[src/hdl/mbe_pkg.sv]
// Shared types and constants for the Mandelbrot escape-time block with histogram.
// Used by mbe_mul, mbe_hist and mandelbrot_escape_histogram; depends on nothing.

package mbe_pkg;

  // Fixed-point format of c and z
  localparam int FRAC_BITS      = 28;
  localparam int ESCAPE_RADIUS  = 2;
  localparam int C_W            = 32;
  // z after one step can reach about +-8, so one extra bit over c
  localparam int Z_W            = C_W + 1;
  localparam int P_W            = 64;

  // Iteration limit and histogram geometry
  localparam int ITER_LIMIT_MAX = 1024;
  localparam int ITER_W         = 11;
  localparam int HIST_AW        = 10;
  localparam int CNT_W          = 32;

  localparam logic signed [C_W-1:0] C_LIM = C_W'(4) <<< FRAC_BITS;
  localparam logic [P_W-1:0] ESC_BOUND =
    P_W'(ESCAPE_RADIUS * ESCAPE_RADIUS) << (2 * FRAC_BITS);
  localparam logic [ITER_W-1:0] LIMIT_MAX = ITER_W'(ITER_LIMIT_MAX);

  // Operation codes
  localparam logic OP_ITERATE = 1'b0;
  localparam logic OP_READ    = 1'b1;

  typedef struct packed {
    logic                     op;
    logic signed [C_W-1:0]    c_real;
    logic signed [C_W-1:0]    c_imag;
    logic [HIST_AW-1:0]       bin_index;
  } in_item_t;

  typedef struct packed {
    logic [ITER_W-1:0]        iterations;
    logic                     escaped;
    logic [CNT_W-1:0]         bin_count;
    logic [CNT_W-1:0]         total_escaped;
  } out_item_t;

  // Request to the shared multiplier
  typedef struct packed {
    logic                     en;
    logic                     clr;
    logic signed [Z_W-1:0]    a;
    logic signed [Z_W-1:0]    b;
  } mul_req_t;

  // Request to the histogram memory
  typedef struct packed {
    logic                     rd;
    logic                     wr;
    logic [HIST_AW-1:0]       addr;
    logic [CNT_W-1:0]         wdata;
  } hist_req_t;

  // Saturating increment of a counter
  function automatic logic [CNT_W-1:0] sat_inc(input logic [CNT_W-1:0] v);
    logic [CNT_W-1:0] r;
    r = (v == {CNT_W{1'b1}}) ? v : v + CNT_W'(1);
    return r;
  endfunction

endpackage

[src/hdl/mbe_mul.sv]
// Shared signed multiplier with a registered product for the escape-time loop.
// Depends on mbe_pkg for the operand and product widths.

module mbe_mul (
  input  logic                          clk,
  input  mbe_pkg::mul_req_t             req,
  output logic signed [mbe_pkg::P_W-1:0] prod
);

  logic signed [mbe_pkg::Z_W-1:0]   a_s;
  logic signed [mbe_pkg::Z_W-1:0]   b_s;
  logic signed [2*mbe_pkg::Z_W-1:0] full;
  logic signed [mbe_pkg::P_W-1:0]   prod_r;

  // Form the full product; operands in use never exceed 2^31 in magnitude
  always_comb begin
    a_s  = req.a;
    b_s  = req.b;
    full = a_s * b_s;
  end

  // Hold the product until the next issue; clear at the start of a point
  always_ff @(posedge clk) begin
    if (req.clr) begin
      prod_r <= '0;
    end else if (req.en) begin
      prod_r <= full[mbe_pkg::P_W-1:0];
    end
  end

  assign prod = prod_r;

endmodule

[config.mk]
export PLATFORM = sky130hd
export DESIGN_NAME = mbe_mul
export DESIGN_NICKNAME = d
export VERILOG_FILES = /design/src/hdl/mbe_pkg.sv /design/src/hdl/mbe_mul.sv
export SDC_FILE = /design/constraint.sdc
export NUM_CORES = 2
export LEC_CHECK = 0
export BUFFER_PORTS_ARGS = -buffer_cell sky130_fd_sc_hd__buf_2
export CORE_MARGIN = 3
export CORE_UTILIZATION = 50
export CTS_CLUSTER_DIAMETER = 30
export DETAILED_ROUTE_END_ITERATION = 16
export PLACE_DENSITY_LB_ADDON = 0.12
export SETUP_SLACK_MARGIN = 0.02
export SLEW_MARGIN = 15
export SYNTH_ARGS = -nofsm -noshare
export SYNTH_HDL_FRONTEND = slang
export SYNTH_SLANG_ARGS = --single-unit
export TNS_END_PERCENT = 10
[constraint.sdc]
create_clock -name clk -period 8.7 [get_ports clk]
set_input_delay 0.87 -clock clk [delete_from_list [all_inputs] [get_ports clk]]
set_output_delay 0.87 -clock clk [all_outputs]
set_load 0.02 [all_outputs]
==> impl_metrics.xml <==
<?xml version="1.0" encoding="UTF-8"?>
<metrics>
  <group name="global_routing">
    <metric name="grt_overflow" unit="">0</metric>
    <metric name="groute.usage.overall" unit="%">26.9</metric>
    <metric name="grt_max_degree" unit="">64</metric>
    <metric name="antenna_found_initial" unit="">10</metric>
    <metric name="number_of_global_route_vias_before_repair" unit="">31300</metric>
    <metric name="global_route_wire_length_before_repair" unit="um">176000</metric>
  </group>
  <group name="detailed_routing">
    <metric name="initialDrtViolationCount" unit="">1483</metric>
    <metric name="vias" unit="">28000</metric>
    <metric name="drt.antenna.violating_nets" unit="">0</metric>
    <metric name="viasPerCell" unit="">5.19</metric>
    <metric name="wire_per_inst" unit="um">20.2</metric>
    <metric name="drtPass1Iterations" unit="">8</metric>
    <metric name="post_detailed_routing_wire_length" unit="um">109000</metric>
    <metric name="count_of_unresolved_drc_violations_after_routing" unit="">0</metric>
  </group>
  <group name="setup_path">
    <metric name="worstPathArrival" unit="ns">8.51</metric>
    <metric name="critical_path_buf_inv_count" unit="">7</metric>
    <metric name="required" unit="ns">8.93</metric>
    <metric name="crit_type" unit="">input port to flop</metric>
    <metric name="timing.critical_path.fanout_max" unit="">24</metric>
    <metric name="crit_top_cell" unit="">sky130_fd_sc_hd__fa_1</metric>
    <metric name="timing.critical_path.from_type" unit="">input port</metric>
    <metric name="worst_path_dominant_cell_family" unit="">adder cells</metric>
    <metric name="endpoint_kind" unit="">flop</metric>
    <metric name="critical-path-max-stage-delay" unit="ns">0.57</metric>
    <metric name="slack_of_the_worst_reg_to_reg_path" unit="ns">7.92</metric>
    <metric name="timing.critical_path.slowest_stage_cell" unit="">sky130_fd_sc_hd__fa_1</metric>
  </group>
  <group name="cts">
    <metric name="cts_max_path_buffers" unit="">2</metric>
    <metric name="clk_transition_reported_paths" unit="ns">0.05</metric>
    <metric name="clk_root_buffer_cell" unit="">sky130_fd_sc_hd__clkbuf_16</metric>
    <metric name="later_pin_clock_latency_in_the_skew_report" unit="ns">0.34</metric>
    <metric name="cts.htree.levels" unit="">3</metric>
    <metric name="numCtsBuffers" unit="">9</metric>
    <metric name="cts-hold-fix-buffers" unit="">0</metric>
    <metric name="clkSinkCount" unit="">64</metric>
    <metric name="clock_tree_from_tritoncts" unit="">yes</metric>
  </group>
  <group name="yosys">
    <metric name="synth_cells" unit="">4297</metric>
    <metric name="yosys_register_bits" unit="">64</metric>
    <metric name="synth_area" unit="sq um">40300</metric>
    <metric name="proportion_of_synthesized_chip_area_in_sequential_cells" unit="%">3.18</metric>
    <metric name="dominantRegCellSynth" unit="">sky130_fd_sc_hd__dfxtp_1</metric>
    <metric name="synth_enable_flop_cells" unit="">0</metric>
    <metric name="post_synth.cell_area_avg" unit="sq um">9.39</metric>
    <metric name="synth_cell_type_count" unit="">63</metric>
    <metric name="asyncSetResetFlopFracSynth" unit="%">0</metric>
    <metric name="synth.net_count" unit="">5703</metric>
    <metric name="yosys_warnings" unit="">0</metric>
  </group>
  <group name="die">
    <metric name="io_pins" unit="">133</metric>
    <metric name="chipHeight" unit="um">290</metric>
    <metric name="rows" unit="">103</metric>
    <metric name="die_area" unit="sq um">84100</metric>
    <metric name="core-area" unit="sq um">79500</metric>
    <metric name="fp.dieW" unit="um">290</metric>
    <metric name="initial_utilization" unit="%">50.7</metric>
  </group>
  <group name="timing">
    <metric name="rsz_0062_raised_after_global_routing" unit="">false</metric>
    <metric name="hold_viol_final" unit="">0</metric>
    <metric name="report.final.setup_viol" unit="">0</metric>
    <metric name="clock_skew" unit="ns">0</metric>
    <metric name="final_period_minus_worst_setup_slack" unit="ns">8.28</metric>
    <metric name="clock.fmax" unit="GHz">0.121</metric>
    <metric name="totalNegativeSetupSlack" unit="ns">0</metric>
    <metric name="max_slew_margin" unit="%">34.6</metric>
    <metric name="worstMarginPinSlew" unit="ns">0.979</metric>
    <metric name="final_min_period_over_clock_period" unit="%">95.2</metric>
    <metric name="timing.final.max_slew_violations" unit="">0</metric>
    <metric name="setup_ws" unit="ns">0.417</metric>
    <metric name="finalHoldWorstSlack" unit="ns">0.476</metric>
  </group>
  <group name="finish">
    <metric name="largest_reg_flops" unit="">64</metric>
    <metric name="drive_above_1_share" unit="%">6.75</metric>
    <metric name="area_growth_syn_to_layout" unit="%">6.05</metric>
    <metric name="finalNetCount" unit="">5742</metric>
    <metric name="layout.cells.most_common_list" unit="">sky130_fd_sc_hd__fa_1, sky130_fd_sc_hd__inv_1, sky130_fd_sc_hd__and2_1</metric>
    <metric name="final_core_density" unit="%">53.8</metric>
    <metric name="final_common_cell" unit="">sky130_fd_sc_hd__fa_1</metric>
  </group>
  <group name="placed_design">
    <metric name="finalWeightedCongestion" unit="">0.878</metric>
    <metric name="pre_cts_slack" unit="ns">0.103</metric>
    <metric name="io_buffers" unit="">132</metric>
    <metric name="hpwl" unit="um">93200</metric>
  </group>
  <group name="hold_path">
    <metric name="holdCritPathClass" unit="">flop to flop</metric>
  </group>
  <group name="flow_run">
    <metric name="timing.max_cap.violations" unit="">0</metric>
  </group>
  <group name="run_status">
    <metric name="status" unit="">completed</metric>
  </group>
</metrics>
[metal layers]
layer / GRT usage [%] / part of all wire, % / up-vias
met5: 0 / 0.019 / -
met4: 8.72 / 4.1 / 4
met3: 2.74 / 3.8 / 176
met2: 48.7 / 53 / 593
met1: 33.8 / 39 / 14900
li1: - / - / 12300
[cells in the mapped netlist (31+ instances only)]
| cell type | number | area (sq um) |
|---|---|---|
| sky130_fd_sc_hd__clkbuf_1 | 218 | 818 |
| sky130_fd_sc_hd__fa_1 | 1125 | 22500 |
| sky130_fd_sc_hd__nand2_1 | 540 | 2030 |
| sky130_fd_sc_hd__xnor2_1 | 53 | 464 |
| sky130_fd_sc_hd__and2_1 | 550 | 3440 |
| sky130_fd_sc_hd__inv_1 | 1078 | 4050 |
| sky130_fd_sc_hd__a21oi_1 | 52 | 260 |
| sky130_fd_sc_hd__a21o_1 | 31 | 233 |
| sky130_fd_sc_hd__dfxtp_1 | 64 | 1280 |
| sky130_fd_sc_hd__nor2_1 | 83 | 312 |
| sky130_fd_sc_hd__ha_1 | 212 | 2650 |
| sky130_fd_sc_hd__mux2i_1 | 44 | 440 |
| sky130_fd_sc_hd__nor2b_1 | 34 | 213 |
[cell type report]
type	count	area, sq um
inverters	1078	4050
clock buffers	9	225
flip-flops and latches	64	1280
repair buffers	252	1610
diodes	4	10.0
well taps	1050	1310
multi-input cells	2931	34200
fillers	7388	36700
clock inverters	7	120
[per-stage QoR]
stage | cells | area [sq um]
2_1_floorplan | 4297 | 40300
3_3_place_gp | 5375 | 42400
3_5_place_dp | 5375 | 42400
4_1_cts | 5391 | 42800
5_1_grt | 5392 | 42800
6_report | 5395 | 42800
[final timing paths]
path,start,endpoint,cells past startpoint
worst min-delay path,prod[55],prod[55],1
worst min register to register,prod[55],prod[55],1
worst max-delay path,req[9],prod[60],27
worst max register to register,prod[51],prod[51],2
[timing repair]
item | in CTS | in global routing
setup buffers | 0 | 0
gates resized for setup | 0 | 1
endpoints found under the setup margin | 0 | 1
[cells by family (layout without fill, tap and decap cells)]
kind of cell               after synthesis  after routing  share of synthesized area [%]
DFF                                     64             64                           3.18
adders and majority gates             1337           1337                           62.4
other                                    0              4                              0
AOI/OAI and AO/OA                      205            205                           3.73
and+or+nand+nor                       1267           1267                           15.8
muxes                                   44             44                           1.09
buffers and inverters                 1302           1346                           12.1
xor gates and xnor gates                78             78                           1.69
Power is not shown: default switching activity piles up to over one toggle a cycle in this logic, so the estimate is an artifact.
